===== src/rtl/core/cps_pkg.sv =====
package cps_pkg;

    typedef enum logic [4:0] {
        ST_INIT  = 5'b00001,
        ST_WAIT  = 5'b00010,
        ST_PWRON = 5'b00100,
        ST_RUN   = 5'b01000,
        ST_ERROR = 5'b10000
    } t_state;

    localparam logic [2:0] CODE_INIT  = 3'd0;
    localparam logic [2:0] CODE_WAIT  = 3'd1;
    localparam logic [2:0] CODE_PWRON = 3'd2;
    localparam logic [2:0] CODE_RUN   = 3'd3;
    localparam logic [2:0] CODE_ERROR = 3'd4;

    localparam logic [1:0] ERR_NONE     = 2'd0;
    localparam logic [1:0] ERR_CHIP_PWR = 2'd1;
    localparam logic [1:0] ERR_TEMP     = 2'd2;

    localparam int unsigned VecW = 4;
    localparam int unsigned InW  = 32;
    localparam int unsigned OutW = 24;

    typedef struct packed {
        logic [VecW-1:0] chip_heartbeat_ok;
        logic [VecW-1:0] chip_off_request;
        logic [VecW-1:0] chip_ready;
        logic [VecW-1:0] chip_in_reset;
        logic [VecW-1:0] chip_power_on_done;
        logic [VecW-1:0] chip_power_good;
        logic            temperature_ok;
        logic            board_power_good;
    } t_status;

    typedef struct packed {
        logic [VecW-1:0] force_off_cmd;
        logic [VecW-1:0] reset_cmd;
        logic [VecW-1:0] power_off_cmd;
        logic [VecW-1:0] power_on_cmd;
        logic            board_reset_pulse;
        logic            board_init_pulse;
    } t_cmds;

    function automatic logic [2:0] state_code(input t_state st);
        logic [2:0] code;
        case (st)
            ST_INIT:  code = CODE_INIT;
            ST_WAIT:  code = CODE_WAIT;
            ST_PWRON: code = CODE_PWRON;
            ST_RUN:   code = CODE_RUN;
            ST_ERROR: code = CODE_ERROR;
            default:  code = CODE_INIT;
        endcase
        return code;
    endfunction

    // Status bits of chips past the field width read as zero.
    function automatic logic chip_bit(input logic [VecW-1:0] vec, input int unsigned idx);
        logic b;
        b = 1'b0;
        if (idx < VecW) begin
            b = vec[idx[1:0]];
        end
        return b;
    endfunction

endpackage


===== src/rtl/core/cps_step.sv =====
module cps_step #(
    parameter int unsigned NUM_CHIPS = 4
) (
    input  cps_pkg::t_state  i_state,
    input  logic [1:0]       i_err,
    input  cps_pkg::t_status i_status,
    output cps_pkg::t_state  o_state,
    output logic [1:0]       o_err,
    output cps_pkg::t_cmds   o_cmds
);

    localparam int unsigned MaskW = (NUM_CHIPS < cps_pkg::VecW) ? NUM_CHIPS : cps_pkg::VecW;
    localparam logic [cps_pkg::VecW-1:0] AllChips = cps_pkg::VecW'((1 << MaskW) - 1);

    logic            mon_pass;
    cps_pkg::t_state mon_state;
    logic            mon_err;
    logic            mon_rst;
    logic            mon_off;
    logic            wait_pass;
    logic            wait_err;
    logic            hb_ok;

    // Priority scans from chip 0; the first chip that fails decides.
    always_comb begin
        logic found;
        found     = 1'b0;
        mon_pass  = 1'b1;
        mon_state = cps_pkg::ST_RUN;
        mon_err   = 1'b0;
        mon_rst   = 1'b0;
        mon_off   = 1'b0;
        wait_pass = 1'b1;
        wait_err  = 1'b0;
        hb_ok     = 1'b1;
        for (int unsigned i = 0; i < NUM_CHIPS; i++) begin
            if (!found) begin
                if (!cps_pkg::chip_bit(i_status.chip_power_good, i)) begin
                    found     = 1'b1;
                    mon_pass  = 1'b0;
                    mon_err   = 1'b1;
                    mon_state = cps_pkg::ST_ERROR;
                end else if (cps_pkg::chip_bit(i_status.chip_in_reset, i) ||
                             !cps_pkg::chip_bit(i_status.chip_ready, i)) begin
                    found     = 1'b1;
                    mon_pass  = 1'b0;
                    mon_rst   = 1'b1;
                    mon_state = cps_pkg::ST_PWRON;
                end else if (cps_pkg::chip_bit(i_status.chip_off_request, i)) begin
                    found     = 1'b1;
                    mon_pass  = 1'b0;
                    mon_off   = 1'b1;
                    mon_state = cps_pkg::ST_WAIT;
                end
            end
        end
        found = 1'b0;
        for (int unsigned i = 0; i < NUM_CHIPS; i++) begin
            if (!found) begin
                if (!cps_pkg::chip_bit(i_status.chip_power_on_done, i)) begin
                    found     = 1'b1;
                    wait_pass = 1'b0;
                end else if (!cps_pkg::chip_bit(i_status.chip_power_good, i)) begin
                    found     = 1'b1;
                    wait_pass = 1'b0;
                    wait_err  = 1'b1;
                end
            end
            if (!cps_pkg::chip_bit(i_status.chip_heartbeat_ok, i)) begin
                hb_ok = 1'b0;
            end
        end
    end

    always_comb begin
        o_state = i_state;
        o_err   = i_err;
        o_cmds  = '0;
        case (i_state)
            cps_pkg::ST_INIT: begin
                o_cmds.board_init_pulse = 1'b1;
                if (i_status.board_power_good) begin
                    o_state = cps_pkg::ST_WAIT;
                end
            end
            cps_pkg::ST_WAIT: begin
                if (wait_err) begin
                    o_err   = cps_pkg::ERR_CHIP_PWR;
                    o_state = cps_pkg::ST_ERROR;
                end else if (wait_pass) begin
                    o_state = cps_pkg::ST_PWRON;
                end
            end
            cps_pkg::ST_PWRON: begin
                o_cmds.board_reset_pulse = 1'b1;
                o_cmds.power_on_cmd      = AllChips;
                o_cmds.power_off_cmd     = mon_off ? AllChips : '0;
                o_cmds.reset_cmd         = mon_rst ? AllChips : '0;
                o_state                  = mon_state;
                if (mon_err) begin
                    o_err = cps_pkg::ERR_CHIP_PWR;
                end
            end
            cps_pkg::ST_RUN: begin
                o_cmds.power_off_cmd = mon_off ? AllChips : '0;
                o_cmds.reset_cmd     = mon_rst ? AllChips : '0;
                if (!mon_pass) begin
                    o_state = mon_state;
                    if (mon_err) begin
                        o_err = cps_pkg::ERR_CHIP_PWR;
                    end
                end else if (!hb_ok) begin
                    o_state = cps_pkg::ST_WAIT;
                end else if (!i_status.temperature_ok) begin
                    o_err   = cps_pkg::ERR_TEMP;
                    o_state = cps_pkg::ST_ERROR;
                end
            end
            cps_pkg::ST_ERROR: begin
                o_cmds.force_off_cmd = AllChips;
                o_state = i_status.board_power_good ? cps_pkg::ST_WAIT : cps_pkg::ST_INIT;
            end
            default: begin
                o_state = i_state;
            end
        endcase
    end

endmodule


===== src/rtl/core/chip_power_sequencer.sv =====
// Board power sequencer for up to NUM_CHIPS core chips. Each request on the slave side is one
// tick of status; each tick gives exactly one result on the master side with the new state,
// the sticky error code and the command vectors for that tick. While the master side does not
// stall, a new request is taken every cycle: the request passes an input register, then the
// state machine step fills the result register. The sequencer state advances only when a
// request moves into the result register, and the error code clears only on reset.
module chip_power_sequencer #(
    parameter int unsigned NUM_CHIPS = 4
) (
    input  logic                       i_clk,
    input  logic                       i_rst_n,
    input  logic                       s_tvalid,
    output logic                       s_tready,
    // Fields from bit 0: board_power_good, temperature_ok, chip_power_good[3:0],
    // chip_power_on_done[3:0], chip_in_reset[3:0], chip_ready[3:0],
    // chip_off_request[3:0], chip_heartbeat_ok[3:0], zero fill.
    input  logic [cps_pkg::InW-1:0]    s_tdata,
    output logic                       m_tvalid,
    input  logic                       m_tready,
    // Fields from bit 0: present_state[2:0], error_kind[1:0], board_init_pulse,
    // board_reset_pulse, power_on_cmd[3:0], power_off_cmd[3:0], reset_cmd[3:0],
    // force_off_cmd[3:0], zero fill.
    output logic [cps_pkg::OutW-1:0]   m_tdata
);

    localparam int unsigned StatusW = $bits(cps_pkg::t_status);
    localparam int unsigned ResultW = 5 + $bits(cps_pkg::t_cmds);
    localparam int unsigned OutW_l = cps_pkg::OutW;

    logic             r_in_valid;
    cps_pkg::t_status r_in_status;
    logic             r_out_valid;
    logic [OutW_l-1:0] r_out_data;
    cps_pkg::t_state  r_state;
    cps_pkg::t_state  n_state;
    logic [1:0]       r_err;
    logic [1:0]       n_err;
    cps_pkg::t_cmds   step_cmds;
    logic             adv_out;

    assign adv_out  = r_in_valid && (!r_out_valid || m_tready);
    assign s_tready = !r_in_valid || adv_out;
    assign m_tvalid = r_out_valid;
    assign m_tdata  = r_out_data;

    cps_step #(
        .NUM_CHIPS(NUM_CHIPS)
    ) u_step (
        .i_state (r_state),
        .i_err   (r_err),
        .i_status(r_in_status),
        .o_state (n_state),
        .o_err   (n_err),
        .o_cmds  (step_cmds)
    );

    always_ff @(posedge i_clk) begin
        if (!i_rst_n) begin
            r_in_valid  <= 1'b0;
            r_out_valid <= 1'b0;
            r_state     <= cps_pkg::ST_INIT;
            r_err       <= cps_pkg::ERR_NONE;
        end else begin
            if (s_tready) begin
                r_in_valid <= s_tvalid;
            end
            if (adv_out) begin
                r_out_valid <= 1'b1;
                r_state     <= n_state;
                r_err       <= n_err;
            end else if (m_tready) begin
                r_out_valid <= 1'b0;
            end
        end
    end

    always_ff @(posedge i_clk) begin
        if (s_tready && s_tvalid) begin
            r_in_status <= cps_pkg::t_status'(s_tdata[StatusW-1:0]);
        end
        if (adv_out) begin
            r_out_data <= {{(OutW_l-ResultW){1'b0}}, step_cmds, n_err,
                           cps_pkg::state_code(n_state)};
        end
    end

    a_err_sticky: assert property (@(posedge i_clk) disable iff (!i_rst_n)
        (r_err != cps_pkg::ERR_NONE) |=> (r_err != cps_pkg::ERR_NONE))
        else $error("error code cleared without reset");

    a_state_hold: assert property (@(posedge i_clk) disable iff (!i_rst_n)
        !adv_out |=> $stable(r_state))
        else $error("state moved without a request");

    a_error_code: assert property (@(posedge i_clk) disable iff (!i_rst_n)
        (m_tvalid && (m_tdata[2:0] == cps_pkg::CODE_ERROR)) |->
        (m_tdata[4:3] != cps_pkg::ERR_NONE))
        else $error("error state reported without error code");

    a_force_exit: assert property (@(posedge i_clk) disable iff (!i_rst_n)
        (m_tvalid && (m_tdata[22:19] != '0)) |->
        ((m_tdata[2:0] == cps_pkg::CODE_WAIT) || (m_tdata[2:0] == cps_pkg::CODE_INIT)))
        else $error("forced off outside the error exit");

endmodule


===== config.mk =====
export PLATFORM = sky130hd
export DESIGN_NAME = chip_power_sequencer
export DESIGN_NICKNAME = d
export VERILOG_FILES = /design/src/rtl/core/cps_pkg.sv /design/src/rtl/core/cps_step.sv /design/src/rtl/core/chip_power_sequencer.sv
export SDC_FILE = /design/constraint.sdc
export NUM_CORES = 1
export LEC_CHECK = 0
export ABC_AREA = 1
export BUFFER_PORTS_ARGS = -buffer_cell sky130_fd_sc_hd__buf_4
export CAP_MARGIN = 20
export CORE_MARGIN = 2
export CORE_UTILIZATION = 45
export DETAILED_ROUTE_END_ITERATION = 6
export GPL_TIMING_DRIVEN = 1
export PLACE_DENSITY = 0.75
export SLEW_MARGIN = 15
export SYNTH_ARGS = -nofsm -noshare
export SYNTH_HDL_FRONTEND = slang
export SYNTH_SLANG_ARGS = --single-unit

===== constraint.sdc =====
create_clock -name i_clk -period 2.15 [get_ports i_clk]
set_clock_uncertainty 0.1 [all_clocks]
set_input_delay 0.43 -clock i_clk [delete_from_list [all_inputs] [get_ports i_clk]]
set_output_delay 0.43 -clock i_clk [all_outputs]
set_load 0.02 [all_outputs]

==> impl_metrics.csv, run 1 <==
group,metric,value,unit
run_status,status,"complete, no violations",
setup_path,cp_max_fo,4,
power,p_int,0.00141,W
floorplanning,initial_core_util,47.2,%
route,drtIter0Drc,120,
route,vias_per_cell,4.86,
power,leakage,1.27,nW
global_route,antenna_found_initial,0,
timing,min_period,1.98,ns
setup_path,critPathRequiredTime,2.10,ns
setup_path,worst_setup_path_start_kind,"register",
clocking,cts_buffers,5,
cells_and_area,area_delta_synth_final,22.0,%
power,power_density,684,nW/um2
timing,setup_tns,0,ns
min_path,hold_start,"s_tdata[6]",
route,totalWireLength,4250,um
setup_path,r2r_cells,10,
clocking,clkSinkCount,45,
cells_and_area,antenna_cells,0,
setup_path,critPathArrivalTime,1.93,ns
floorplanning,ioPinCount,62,
global_route,grt_pass1_wl,7220,um
logic_synthesis,syn_nets,286,
logic_synthesis,synth.avg_cell_area,9.04,um2
clocking,clk_latency,0.29,ns
power,clkPwrFrac,29.7,%
run,cap_violations,0,
route,first_pass_iters,4,
route,drc,0,
setup_path,r2r-start,"r_state[2]",
clocking,cts_tree,"built",
logic_synthesis,synth.distinct_cells,25,
place,gp_congestion,0.890,
setup_path,crit_path_end,"m_tdata[1]",
logic_synthesis,synthesis.area,2260,um2
setup_path,crit_start,"r_state[2]",
setup_path,crit_type,"reg2reg",
place,port_buffers,54,
floorplanning,fp.coreArea,4790,um2
logic_synthesis,ys_seq_elements,45,
logic_synthesis,yosysWarnings,0,
floorplanning,num_rows,25,
setup_path,critPathMaxStageDelay,0.34,ns
clocking,cts_resized,0,
setup_path,r2r-end,"m_tdata[1]",
floorplanning,die_w,74.9,um
floorplanning,die_h,74.9,um
route,wl_per_cell,11.6,um
cells_and_area,final_cell_mix,"56 x buf_4, 49 x nand2_1, 39 x inv_1, 36 x edfxtp_1, 23 x nor2_1",
setup_path,rrSetupSlack,0.17,ns
timing,setup_viol,0,
cells_and_area,fin_nets,334,
cells_and_area,stdcell_area,2760,um2
clocking,root_buffer,"clkbuf_8",
clocking,clk_pin_slew,0.08,ns
setup_path,worst_path_max_delay_cell,"dfxtp_1",
setup_path,crit_family,"simple AND/OR/NAND/NOR gates",
global_route,grt_pass1_vias,1664,
global_route,gr-total-overflow,0,
logic_synthesis,yosysTopAreaCell,"edfxtp_1",
logic_synthesis,ys_top_cells_by_area,"edfxtp_1 48%, nand2_1 8.1%, dfxtp_1 8.0%, inv_1 6.5%, buf_4 4.6%",
route,drtAntennaViolNets,0,
global_route,track_usage,17.0,%
cells_and_area,drive_above_1_share,27.1,%
cells_and_area,multiInputGateArea,733,um2
clocking,cts_setup_buffers,0,
logic_synthesis,seq_area_frac_synth,55.8,%
timing,hold_viol,0,
setup_path,crit_chain,"nor2_1, nand4_1, inv_1, nor2_4, nand2_2, nor2_1, a21oi_1, nand3_1, nand3_1, nor2_1",
cells_and_area,ff_latch_area,1260,um2
route,vias,1777,
power,power_frac_seq,54.6,%
min_path,hp-class,"in2reg",
timing,rsz0062_at_grt,"no",
clocking,cts_max_path_buffers,2,
cells_and_area,final_common_cell,"buf_4",
power,power.net_switching,0.000472,W
place,placed_area,2660,um2
power,power.share.combinational,15.8,%
clocking,holdBufCountCts,0,
setup_path,path_buf_inv,1,
clocking,htreeDepth,2,
logic_synthesis,postSynthCellCount,250,
setup_path,critPathCaptureType,"register",
floorplanning,dieArea,5610,um2
timing,timing.final.crit_share,91.9,%
timing,maxSlewViolCount,0,
logic_synthesis,synth_top_area_share,47.8,%
timing,fmax,506,MHz
place,post-dp-hpwl,3330,um
cells_and_area,n_fill_cell,424,
setup_path,crit_top_cell,"nor2_1",
power,vdd_drop_max,0.407,mV
global_route,grt_max_degree,27,
setup_path,crit_cells,10,
power,swShare,25.0,%
==> per-stage QoR <==
step | hold WS, ns | setup slack (ns) | util, % | cells | total power [W]
finish | 0.211 | 0.174 | 57.6 | 366 | 0.00189
global route | 0.191 | 0.0387 | 57.6 | 366 | 0.00198
CTS | 0.204 | 0.212 | 57.6 | 366 | 0.00190
detailed placement | 0.406 | 0.238 | 55.5 | 358 | 0.00134
global placement | 0.394 | 0.269 | 55.5 | 358 | 0.00134
floorplan | 0.426 | 0.361 | - | 250 | 0.00124
==> registers in the layout, summed over array words and instances, names as in the netlist <==
register / flops
r_state: 5
r_in_valid: 1
r_err: 2
m_tvalid: 1
m_tdata: 10
r_in_status: 26
==> worst min-delay path by stage <==
stage,slack [ns],depth (start not counted),endpoint
2_1_floorplan,0.43,2,r_state[4]
3_3_place_gp,0.39,2,m_tvalid
3_5_place_dp,0.41,2,m_tvalid
4_1_cts,0.20,1,r_in_status[3]
5_1_grt,0.19,1,r_in_status[9]
6_report,0.21,1,r_in_status[6]
==> metal layers <==
metal | track usage [%] | vias to the layer above | part of all wire, %
met5 | 0 | - | 0
li1 | - | 907 | -
met2 | 28.4 | 69 | 49
met1 | 22.2 | 797 | 45
met4 | 6.15 | 0 | 1.2
met3 | 3.21 | 4 | 5.3
==> area by class of cell <==
type / instances / area share, %
flip-flops and latches: 45 / 45.7
multi-input cells: 148 / 26.6
repair buffers: 56 / 15.2
inverters: 42 / 5.71
clock buffers: 7 / 3.54
well taps: 67 / 3.04
clock inverters: 1 / 0.181
==> cells by family after synthesis <==
| logic type | share of synthesized area (%) |
|---|---|
| compound gates | 8.58 |
| buf+inv | 11.8 |
| flops | 55.8 |
| other cells | 0.166 |
| simple gates | 23.7 |
==> synth_stat cells <==
master and instances:
buf_4 14, a21oi_2 3, clkbuf_1 1, nand3b_2 1, o211ai_1 2, o21ai_1 3, nand4_1 10, nor2_2 4
nand2_2 2, conb_1 1, nor3_1 1, edfxtp_1 36, nand3_1 18, inv_2 2, nor2_1 23, o31ai_2 1
o21ai_0 11, dfxtp_1 9, nand2_1 49, nor2_4 2, clkinv_1 1, a21oi_1 14, nand2_4 1, nand4_2 2
inv_1 39
==> power by group through the flow <==
stage	Sequential, W	Combinational [W]	Clock [W]
2_1_floorplan	0.00106	0.000185	0
3_3_place_gp	0.00105	0.000290	0
3_5_place_dp	0.00105	0.000295	0
4_1_cts	0.00103	0.000297	0.000577
5_1_grt	0.00104	0.000329	0.000614
6_report	0.00103	0.000297	0.000560
Note: power is estimated with default switching activity, not from simulation.
==> run 2: changes to the inputs <==
--- a/config.mk
+++ b/config.mk
@@ -9,10 +9,10 @@
 export BUFFER_PORTS_ARGS = -buffer_cell sky130_fd_sc_hd__buf_4
 export CAP_MARGIN = 20
 export CORE_MARGIN = 2
-export CORE_UTILIZATION = 45
+export CORE_UTILIZATION = 46
 export DETAILED_ROUTE_END_ITERATION = 6
 export GPL_TIMING_DRIVEN = 1
-export PLACE_DENSITY = 0.75
+export PLACE_DENSITY = 0.77
 export SLEW_MARGIN = 15
 export SYNTH_ARGS = -nofsm -noshare
 export SYNTH_HDL_FRONTEND = slang
==> run 2 against run 1 <==
Effect of this change:
- via count shrank 3.0%
- hold slack lost 0.013 ns
- combinational power is essentially flat
- worst setup slack improved by 0.051 ns
- maximum frequency rose by 2.7%
- final cell count unchanged
- register-to-register slack better by 0.05 ns
- first-iteration DRC count grew 2.5%
- sequential share of layout area fell by 0.35 points
- critical path type unchanged
- sequential power barely moved
- global-route usage up 0.080 points
- count of clock-buffer cells in the layout shrank 2
==> impl_metrics.csv, run 2 (same netlist as run 1, synthesis figures left out) <==
group,metric,value,unit
run_status,status,"complete, no violations",
place,gp_congestion,0.896,
place,placed_area,2660,um2
floorplanning,ioPinCount,62,
power,leakage,1.27,nW
clocking,root_buffer,"clkbuf_8",
clocking,clkSinkCount,45,
timing,fmax,519,MHz
route,drtAntennaViolNets,0,
global_route,gr-usage-met3,2.44,%
place,port_buffers,54,
route,vias_per_cell,4.71,
floorplanning,initial_core_util,47.9,%
timing,setup_viol,0,
setup_path,critPathRequiredTime,2.12,ns
cells_and_area,stdcell_area,2780,um2
floorplanning,die_h,74.1,um
place,post-dp-hpwl,3310,um
clocking,clk_latency,0.30,ns
setup_path,r2r_cells,10,
clocking,cts_tree,"built",
power,power_density,707,nW/um2
global_route,grt_pass1_wl,7050,um
floorplanning,num_rows,25,
clocking,htreeDepth,2,
cells_and_area,drive_above_1_share,27.8,%
floorplanning,die_w,74.1,um
cells_and_area,fin_nets,334,
cells_and_area,multiInputGateArea,742,um2
clocking,cts_buffers,5,
timing,rsz0062_at_grt,"no",
cells_and_area,final_common_cell,"buf_4",
global_route,gr-usage-met1,23.1,%
setup_path,crit_type,"reg2reg",
route,vias,1724,
min_path,hp-class,"in2reg",
setup_path,crit_start,"r_state[4]",
timing,timing.final.crit_share,89.5,%
setup_path,critPathArrivalTime,1.89,ns
power,p_total,0.00197,W
timing,setup_tns,0,ns
route,first_pass_iters,4,
power,vdd_drop_max,0.441,mV
cells_and_area,largest_reg_flops,26,
min_path,min_path_cells,1,
timing,hold_viol,0,
route,wl_per_cell,11.4,um
global_route,gr-total-overflow,0,
run,cap_violations,0,
global_route,top_usage_layer,"met2",
cells_and_area,area_delta_synth_final,23.0,%
global_route,met2_usage,27.4,%
setup_path,worst_setup_path_start_kind,"register",
global_route,grt_max_degree,27,
floorplanning,fp.coreArea,4720,um2
setup_path,r2r-start,"r_state[4]",
route,totalWireLength,4180,um
clocking,cts_max_path_buffers,2,
clocking,holdBufCountCts,0,
floorplanning,dieArea,5490,um2
cells_and_area,ff_latch_area,1260,um2
cells_and_area,final_cell_mix,"56 x buf_4, 49 x nand2_1, 39 x inv_1, 36 x edfxtp_1, 23 x nor2_1",
route,drtIter0Drc,123,
cells_and_area,largest_register,"r_in_status",
global_route,grt_pass1_vias,1571,
clocking,clk_pin_slew,0.09,ns
global_route,track_usage,17.1,%
global_route,antenna_found_initial,0,
timing,min_period,1.93,ns
timing,maxSlewViolCount,0,
min_path,hold_start,"s_tdata[19]",
setup_path,critPathCaptureType,"register",
timing,whs,0.198,ns
cells_and_area,n_fill_cell,409,
setup_path,cp_max_fo,6,
route,drc,0,
cells_and_area,antenna_cells,0,
==> run 2: changes by cell type in the layout (fill, tap and decap cells not counted) <==
cell / change
clkbuf_16: -1
nor2_4: +1
clkinvlp_4: +1
clkinv_4: +1
nor2_2: -1
bufinv_16: +1
a21oi_2: +1
clkinv_2: -1
a21oi_1: -1
clkbuf_1: -1
==> run 2: layer usage <==
metal,vias to the layer above,wire length [um]
li1,905,-
met3,6,259
met5,-,0
met1,752,1890
met4,0,69
met2,61,1960
==> run 2: power by group <==
group	switching (W)	leakage (nW)	internal (W)	total [W]
clock network	0.000294	0.0543	0.000348	0.000641
logic	0.000176	0.797	0.000118	0.000294
registers	0.0000316	0.423	0.000998	0.00103
==> run 2: final cells by class <==
cell class                      count  area share [%]
Timing Repair Buffer               56            15.1
Clock inverter                      3            1.67
Sequential cell                    45            45.4
Clock buffer                        5            2.48
Multi-Input combinational cell    148            26.7
Tap cell                           67            3.02
Inverter                           42            5.67
==> run 2: worst paths after layout <==
check                                       end  slack (ns)
worst max-delay path                 m_tdata[1]        0.22
worst min-delay path            r_in_status[19]        0.20
worst max register to register       m_tdata[1]        0.22
worst min register to register         m_tvalid        0.42
==> run 2: worst max-delay path, stage by stage (launching register included) <==
cell	delay (ns)
dfxtp_1	0.34
inv_1	0.19
nand4_2	0.24
nand2_4	0.19
nor2_4	0.05
nand2_2	0.08
nor2_1	0.04
a21oi_1	0.20
nand3_1	0.11
nand3_1	0.09
nor2_1	0.05
==> run 2: timing repair <==
| item | in CTS | in global routing |
|---|---|---|
| gates resized for setup | 0 | 2 |
| setup buffers | 0 | 0 |
| endpoints found under the hold margin | 0 | 0 |
| setup endpoints to repair | 0 | 1 |
==> run 2: metrics by stage <==
step	worst slack (ns)	util (%)	std cells
floorplan	0.361	-	250
global placement	0.273	56.2	358
detailed placement	0.265	56.2	358
CTS	0.232	58.7	366
global route	0.0306	58.9	366
finish	0.225	58.9	366
